### config.mk
export PLATFORM = sky130hd
export DESIGN_NAME = sha_message_padder
export DESIGN_NICKNAME = d
export VERILOG_FILES = /design/src/hw/rtl/smp_pkg.sv /design/src/hw/rtl/smp_datapath.sv /design/src/hw/rtl/smp_ctrl.sv /design/src/hw/rtl/sha_message_padder.sv
export SDC_FILE = /design/constraint.sdc
export NUM_CORES = 1
export LEC_CHECK = 0
export ABC_AREA = 1
export BUFFER_PORTS_ARGS = -buffer_cell sky130_fd_sc_hd__buf_4
export CAP_MARGIN = 20
export CORE_MARGIN = 2
export CORE_UTILIZATION = 50
export CTS_CLUSTER_DIAMETER = 80
export CTS_CLUSTER_SIZE = 16
export DETAILED_ROUTE_END_ITERATION = 8
export PLACE_DENSITY = 0.77
export SYNTH_ARGS = -nofsm -noshare
export SYNTH_HDL_FRONTEND = slang
export SYNTH_SLANG_ARGS = --single-unit
### constraint.sdc
create_clock -name clk -period 5.6 [get_ports clk]
set_input_delay 0.28 -clock clk [delete_from_list [all_inputs] [get_ports clk]]
set_output_delay 0.28 -clock clk [all_outputs]
set_load 0.005 [all_outputs]
### src/hw/rtl/smp_pkg.sv
// Shared types and constants for the SHA message padder.
// Used by smp_ctrl, smp_datapath and sha_message_padder; no dependencies.
package smp_pkg;

    localparam int COUNT_W = 61;
    localparam int POS_W   = 6;

    localparam logic [7:0]       PAD_MARK = 8'h80;
    localparam logic [POS_W-1:0] LEN_POS  = 6'd56;
    localparam logic [POS_W-1:0] LAST_POS = 6'd63;

    typedef enum logic [1:0] {
        ST_IDLE,
        ST_MARK,
        ST_ZERO,
        ST_LEN
    } state_t;

    typedef enum logic [1:0] {
        SRC_DATA,
        SRC_MARK,
        SRC_ZERO,
        SRC_LEN
    } src_t;

    // Commands from the controller to the datapath
    typedef struct packed {
        logic push;
        src_t src;
        logic count_inc;
        logic load_pos;
        logic step_pos;
        logic last;
        logic clear_count;
    } cmd_t;

    // Status from the datapath to the controller
    typedef struct packed {
        logic can_push;
        logic word_full;
        logic mark_to_len;
        logic zero_to_len;
        logic len_last;
    } status_t;

endpackage

### src/hw/rtl/smp_datapath.sv
// Datapath of the SHA message padder: byte packer, byte counter, pad position
// and output word register. Depends on smp_pkg.
module smp_datapath (
    input  logic             clk,
    input  logic             rst_n,
    input  logic [7:0]       data_byte,
    input  smp_pkg::cmd_t    cmd,
    output smp_pkg::status_t sts,
    output logic [31:0]      word_out,
    output logic             final_word,
    output logic             out_valid,
    input  logic             out_ready
);
    import smp_pkg::*;

    logic [COUNT_W-1:0] count_reg, count_next;
    logic [23:0]        part_reg, part_next;
    logic [1:0]         fill_reg, fill_next;
    logic [POS_W-1:0]   pos_reg, pos_next;
    logic [31:0]        word_reg, word_next;
    logic               final_reg, final_next;
    logic               valid_reg, valid_next;

    logic [63:0]        len_bits;
    logic [2:0]         len_idx;
    logic [7:0]         push_byte;
    logic [POS_W-1:0]   mark_pos;
    logic [POS_W-1:0]   pos_inc;
    logic               load_word;

    assign len_bits = {count_reg, 3'b000};
    assign len_idx  = ~pos_reg[2:0];
    assign mark_pos = count_reg[POS_W-1:0] + POS_W'(1);
    assign pos_inc  = pos_reg + POS_W'(1);

    // Pick the byte to pack
    always_comb
    begin
        case (cmd.src)
            SRC_DATA: push_byte = data_byte;
            SRC_MARK: push_byte = PAD_MARK;
            SRC_ZERO: push_byte = 8'h00;
            SRC_LEN:  push_byte = len_bits[{len_idx, 3'b000} +: 8];
            default:  push_byte = 8'h00;
        endcase
    end

    assign load_word = cmd.push && (fill_reg == 2'd3);

    // Report status
    always_comb
    begin
        sts.word_full   = (fill_reg == 2'd3);
        sts.can_push    = !(sts.word_full && valid_reg && !out_ready);
        sts.mark_to_len = (mark_pos == LEN_POS);
        sts.zero_to_len = (pos_inc == LEN_POS);
        sts.len_last    = (pos_reg == LAST_POS);
    end

    // Pack bytes, count, and load the output word
    always_comb
    begin
        count_next = count_reg;
        part_next  = part_reg;
        fill_next  = fill_reg;
        pos_next   = pos_reg;
        word_next  = word_reg;
        final_next = final_reg;
        valid_next = valid_reg && !out_ready;

        if (cmd.push)
        begin
            if (load_word)
            begin
                word_next  = {part_reg, push_byte};
                final_next = cmd.last;
                valid_next = 1'b1;
                part_next  = '0;
                fill_next  = '0;
            end
            else
            begin
                part_next = {part_reg[15:0], push_byte};
                fill_next = fill_reg + 2'd1;
            end
        end

        if (cmd.count_inc)
            count_next = count_reg + COUNT_W'(1);
        if (cmd.clear_count)
            count_next = '0;

        if (cmd.load_pos)
            pos_next = mark_pos;
        else if (cmd.step_pos)
            pos_next = pos_inc;
    end

    // Hold control state
    always_ff @(posedge clk or negedge rst_n)
    begin
        if (!rst_n)
        begin
            count_reg <= '0;
            part_reg  <= '0;
            fill_reg  <= '0;
            valid_reg <= 1'b0;
        end
        else
        begin
            count_reg <= count_next;
            part_reg  <= part_next;
            fill_reg  <= fill_next;
            valid_reg <= valid_next;
        end
    end

    // Hold payload
    always_ff @(posedge clk)
    begin
        pos_reg   <= pos_next;
        word_reg  <= word_next;
        final_reg <= final_next;
    end

    assign word_out   = word_reg;
    assign final_word = final_reg;
    assign out_valid  = valid_reg;

endmodule

### src/hw/rtl/smp_ctrl.sv
// Controller of the SHA message padder: takes requests and sequences the
// padding and length bytes. Depends on smp_pkg.
module smp_ctrl (
    input  logic             clk,
    input  logic             rst_n,
    input  logic             in_valid,
    output logic             in_ready,
    input  logic             has_byte,
    input  logic             end_of_message,
    input  smp_pkg::status_t sts,
    output smp_pkg::cmd_t    cmd,
    output smp_pkg::state_t  state
);
    import smp_pkg::*;

    state_t state_reg, state_next;

    // Hold state
    always_ff @(posedge clk or negedge rst_n)
    begin
        if (!rst_n)
            state_reg <= ST_IDLE;
        else
            state_reg <= state_next;
    end

    // Decide next state and commands
    always_comb
    begin
        state_next      = state_reg;
        in_ready        = 1'b0;
        cmd.push        = 1'b0;
        cmd.src         = SRC_DATA;
        cmd.count_inc   = 1'b0;
        cmd.load_pos    = 1'b0;
        cmd.step_pos    = 1'b0;
        cmd.last        = 1'b0;
        cmd.clear_count = 1'b0;

        case (state_reg)
            ST_IDLE:
            begin
                in_ready = sts.can_push;
                if (in_valid && sts.can_push)
                begin
                    cmd.push      = has_byte;
                    cmd.count_inc = has_byte;
                    if (end_of_message)
                        state_next = ST_MARK;
                end
            end
            ST_MARK:
            begin
                if (sts.can_push)
                begin
                    cmd.push     = 1'b1;
                    cmd.src      = SRC_MARK;
                    cmd.load_pos = 1'b1;
                    state_next   = sts.mark_to_len ? ST_LEN : ST_ZERO;
                end
            end
            ST_ZERO:
            begin
                if (sts.can_push)
                begin
                    cmd.push     = 1'b1;
                    cmd.src      = SRC_ZERO;
                    cmd.step_pos = 1'b1;
                    if (sts.zero_to_len)
                        state_next = ST_LEN;
                end
            end
            ST_LEN:
            begin
                if (sts.can_push)
                begin
                    cmd.push     = 1'b1;
                    cmd.src      = SRC_LEN;
                    cmd.step_pos = 1'b1;
                    if (sts.len_last)
                    begin
                        cmd.last        = 1'b1;
                        cmd.clear_count = 1'b1;
                        state_next      = ST_IDLE;
                    end
                end
            end
            default:
            begin
                state_next = ST_IDLE;
            end
        endcase
    end

    assign state = state_reg;

endmodule

### src/hw/rtl/sha_message_padder.sv
// Top level of the SHA-1/SHA-256 message padder: controller plus datapath.
// Depends on smp_pkg, smp_ctrl and smp_datapath.
//
// Message bytes are taken one per cycle while in_ready is high and packed
// big-endian into 32-bit words, first byte in bits 31..24. A request with
// end_of_message set ends the message (a byte it carries is packed first);
// the block then appends 0x80, zero bytes up to 56 mod 64 and the 64-bit
// bit length, and flags the last word with final_word. The byte-wide packer
// places one padding or length byte per cycle unless stalled, so after an
// end marker the block is busy appending the 0x80 byte, 0 to 63 zero bytes
// and 8 length bytes, and while a finished word sits in the output register.
// While a word waits, a new request is still taken unless the packer already
// holds three bytes; then every request waits until the word leaves.
module sha_message_padder (
    input  logic        clk,
    input  logic        rst_n,
    input  logic        in_valid,
    output logic        in_ready,
    input  logic [7:0]  data_byte,
    input  logic        has_byte,
    input  logic        end_of_message,
    output logic        out_valid,
    input  logic        out_ready,
    output logic [31:0] word_out,
    output logic        final_word
);
    import smp_pkg::*;

    cmd_t    cmd;
    status_t sts;
    state_t  state;

    smp_ctrl u_ctrl (
        .clk            (clk),
        .rst_n          (rst_n),
        .in_valid       (in_valid),
        .in_ready       (in_ready),
        .has_byte       (has_byte),
        .end_of_message (end_of_message),
        .sts            (sts),
        .cmd            (cmd),
        .state          (state)
    );

    smp_datapath u_datapath (
        .clk        (clk),
        .rst_n      (rst_n),
        .data_byte  (data_byte),
        .cmd        (cmd),
        .sts        (sts),
        .word_out   (word_out),
        .final_word (final_word),
        .out_valid  (out_valid),
        .out_ready  (out_ready)
    );

    // Never push a byte when a completed word has nowhere to go
    a_push_room: assert property (@(posedge clk) disable iff (!rst_n)
        !(cmd.push && !sts.can_push))
        else $error("byte pushed while output word is blocked");

    // The last length byte always completes a word
    a_last_full: assert property (@(posedge clk) disable iff (!rst_n)
        cmd.last |-> (cmd.push && sts.word_full))
        else $error("final push does not complete a word");

    // The final word shows up at the output next cycle
    a_last_out: assert property (@(posedge clk) disable iff (!rst_n)
        cmd.last |=> (out_valid && final_word && (state == ST_IDLE)))
        else $error("final word not presented after last push");

endmodule
==> flow_summary.toml <==
[status]
status = "completed"

[clock_tree]
clkSlewWorstSetupHoldPaths_ns = 0.06
worstSkewPairLatency_ns = 0.43
cts_max_path_buffers = 2
cts_tree = "done"
postCtsHoldBufs = 1
ctsResizeCount = 0
cts_buffers = 17
cts_root_buf = "sky130_fd_sc_hd__clkbuf_16"
h_tree_depth = 4
clock_sinks = 129
post_cts.repair.setup_buffers = 0

[synthesis]
mapped_area_sq_um = 7402
synth_compound_area_share_pct = 8.891
synthesis.nets = 1031
netlist.top_cell.by_area = "sky130_fd_sc_hd__dfrtp_1"
avgSynthCellArea_sq_um = 7.343
synth_warnings = 0
synth_simple_gate_area_share_pct = 35.34
synth.top_cell.area_share_pct = 30.43
synth_top_family_by_area = "simple AND/OR/NAND/NOR gates"
synth.ff_latch_count = 129
most_used_flip_flop_cell_after_synthesis = "sky130_fd_sc_hd__dfrtp_1"
synth-edff-count = 39
arithmetic_cell_share_of_the_synthesized_area_counting_full_adders_half_adders_and_majority_gates_pct = 1.521
post_synth_xor_area_fraction_pct = 0.3550
async_flop_share_pct = 69.77
synth_mux_area_share_pct = 0.1352
netlist_instances = 1008
netlist_top_cells_area = "sky130_fd_sc_hd__dfrtp_1 (30%), sky130_fd_sc_hd__edfxtp_1 (16%), sky130_fd_sc_hd__nand2_1 (15%)"
yosysUniqueCellTypes = 37
seq_area_frac_synth_pct = 46.25

[critical_path]
crit_required_ns = 5.92
timing.reg2reg.worst_path_depth = 10
worstSetupPathType = "register to register"
crit_path_max_fanout = 54
cp_data_arrival_time_ns = 3.46
setup_crit_start_kind = "register"
timing.critical_path.to_type = "register"

[finish]
layout.core_utilization_pct = 58.54
layout_commonest_cell = "sky130_fd_sc_hd__nand2_1"
number_of_fill_cells_in_the_layout = 1335
diodes = 0
final_net_count = 1078
largest_reg_flops = 61
final_area_sq_um = 8476
drive_gt1_share_pct = 12.27
signed_area_change_from_the_synthesized_netlist_to_the_final_layout_pct = 14.50
most-common-layout-cells = "sky130_fd_sc_hd__nand2_1 (297), sky130_fd_sc_hd__nor2_1 (166), sky130_fd_sc_hd__inv_1 (100)"

[place]
port_buffers = 48
detailedPlace.worstSlack_ns = 2.461
placed_cell_area_sq_um = 7879
gpl.final_weighted_congestion = 0.9641
detailed_place_hpwl_mm = 14.81

[grt]
grt_first_pass_wirelength_mm = 33.35
number_of_antenna_violations_at_the_first_check_in_global_routing = 0
gr-total-overflow = 0
grt_start_max_net_pins = 71
groute.usage.overall_pct = 26.72
first_global_vias = 6542

[worst_hold_path]
hold_class = "input port to register"
whs_path_depth = 4

[route]
routed_wire_length_per_instance_microns = 16.17
remaining_routing_drc_violations = 0
firstDrtPassIters = 5
viasPerCell = 5.532
drt-initial-drc-count = 1008
postRouteWirelength_mm = 20.25
final_antenna_net_count = 0
via_count = 6926

[die]
core_area_sq_um = 14480
dieHeight_microns = 125.7
die-area_sq_um = 15790
placementRows = 44
number_of_top_level_pins = 49
die_width_microns = 125.7
start_util_pct = 51.12

[sta]
setup_ws_ns = 2.457
setup_total_negative_slack_ns = 0
final_worst_clock_skew_ns = 0.01095
layout_min_cycle_time_ns = 3.143
drv_slew = 0
setup_repair_after_global_routing_missed_its_margin = "false"
layout_worst_path_cycle_share_pct = 56.13
timing.final.setup_violations = 0
achievable-frequency_mhz = 318.1
worst_pin_slew_ns = 1.012
max_transition_margin_pct = 32.28
timing_hold_violations_final = 0

[power_and_ir_drop]
report.power.total_mw = 3.978
clock_power_share_pct = 27.9
seq_power_share_pct = 38.9
p_switching_mw = 1.560
total_leakage_power_nw = 4.039
internal_power_mw = 2.418
p_sw_share_pct = 39.22
vdd_ir_drop_max_uv = 193.3
power_density_nw_per_um2 = 469.3
share_comb_of_total_power_pct = 33.2

[job]
maxCapViolations = 0
==> metal layers <==
layer,routed length (microns),up-vias,share of wire [%],global-route usage (%)
met3,1897,41,9.4,5.735
li1,-,3346,-,-
met4,466,0,2.3,8.562
met2,9138,348,45,41.75
met1,8744,3191,43,37.49
met5,0,-,0,0
==> final cells by class <==
cell class                      count  area [sq um]  area share [%]
Timing Repair Buffer               54         407.9           4.813
Sequential cell                   129          3423           40.39
Inverter                          107         401.6           4.739
Multi-Input combinational cell    746          3426           40.42
Clock inverter                     14         157.7           1.860
Clock buffer                       18         429.2           5.063
Tap cell                          184         230.2           2.716
==> critical path: stages, from the launching register on <==
cell and delay, ns:
sky130_fd_sc_hd__edfxtp_1 0.77, sky130_fd_sc_hd__ha_1 0.30, sky130_fd_sc_hd__nand3_1 0.10, sky130_fd_sc_hd__nor2_1 0.19
sky130_fd_sc_hd__nand2_2 0.60, sky130_fd_sc_hd__nand2_2 0.57, sky130_fd_sc_hd__inv_2 0.09, sky130_fd_sc_hd__nor2_2 0.16
sky130_fd_sc_hd__nand3_1 0.10, sky130_fd_sc_hd__nand2_1 0.09, sky130_fd_sc_hd__nor2_1 0.06
==> power by group through the flow <==
stage / Combinational, mW / Clock [mW] / Sequential (mW)
finish: 1.32 / 1.11 / 1.55
global route: 1.50 / 1.16 / 1.58
CTS: 1.31 / 1.12 / 1.54
detailed placement: 1.29 / 0 / 1.55
global placement: 1.27 / 0 / 1.54
floorplan: 0.964 / 0 / 1.46
==> Yosys cell counts, types with 2 or more instances <==
library cell and number:
sky130_fd_sc_hd__inv_1 100, sky130_fd_sc_hd__nand3_1 66, sky130_fd_sc_hd__edfxtp_1 39, sky130_fd_sc_hd__buf_6 3, sky130_fd_sc_hd__nand2_1 297, sky130_fd_sc_hd__clkbuf_1 2, sky130_fd_sc_hd__a21oi_1 38, sky130_fd_sc_hd__dfrtp_1 90
sky130_fd_sc_hd__nor2_2 15, sky130_fd_sc_hd__xnor2_1 2, sky130_fd_sc_hd__nand2_2 11, sky130_fd_sc_hd__nand3_2 3, sky130_fd_sc_hd__o21ai_1 8, sky130_fd_sc_hd__o211ai_1 9, sky130_fd_sc_hd__a31oi_1 2, sky130_fd_sc_hd__nor2_4 5
sky130_fd_sc_hd__o21ai_0 63, sky130_fd_sc_hd__nand4_1 19, sky130_fd_sc_hd__buf_2 18, sky130_fd_sc_hd__buf_4 3, sky130_fd_sc_hd__nor3_2 3, sky130_fd_sc_hd__and2_1 2, sky130_fd_sc_hd__and3_1 2, sky130_fd_sc_hd__o22ai_1 4
sky130_fd_sc_hd__nor3_1 13, sky130_fd_sc_hd__nor2_1 167, sky130_fd_sc_hd__inv_2 6, sky130_fd_sc_hd__ha_1 9
==> final timing paths <==
path                                          from                        to  slack (ns)
max                          u_datapath.pos_reg[1]  u_datapath.count_reg[34]        2.46
max in group asynchronous                    rst_n    u_datapath.part_reg[9]        4.12
max reg2reg                  u_datapath.pos_reg[1]  u_datapath.count_reg[34]        2.46
min reg2reg                u_datapath.part_reg[12]   u_datapath.word_out[20]        0.45
min                                      out_ready      u_datapath.out_valid        0.15
min in group asynchronous                    rst_n  u_datapath.count_reg[18]        0.28
==> stage by stage <==
stage,hold slack (ns),cells
3_5_place_dp,0.1878,1219
5_1_grt,0.1711,1252
4_1_cts,0.1413,1252
3_3_place_gp,0.1877,1219
2_1_floorplan,-0.01559,1008
6_report,0.1471,1252
==> cells by family (layout without fill, tap and decap cells) <==
logic type,count (synthesis),count (layout)
compound gates,125,125
xor+xnor,3,3
fa+ha+maj,9,9
buf+inv,133,193
flops,129,129
mux,1,1
simple gates,608,608
No activity file was read; power rests on OpenSTA's default activity.
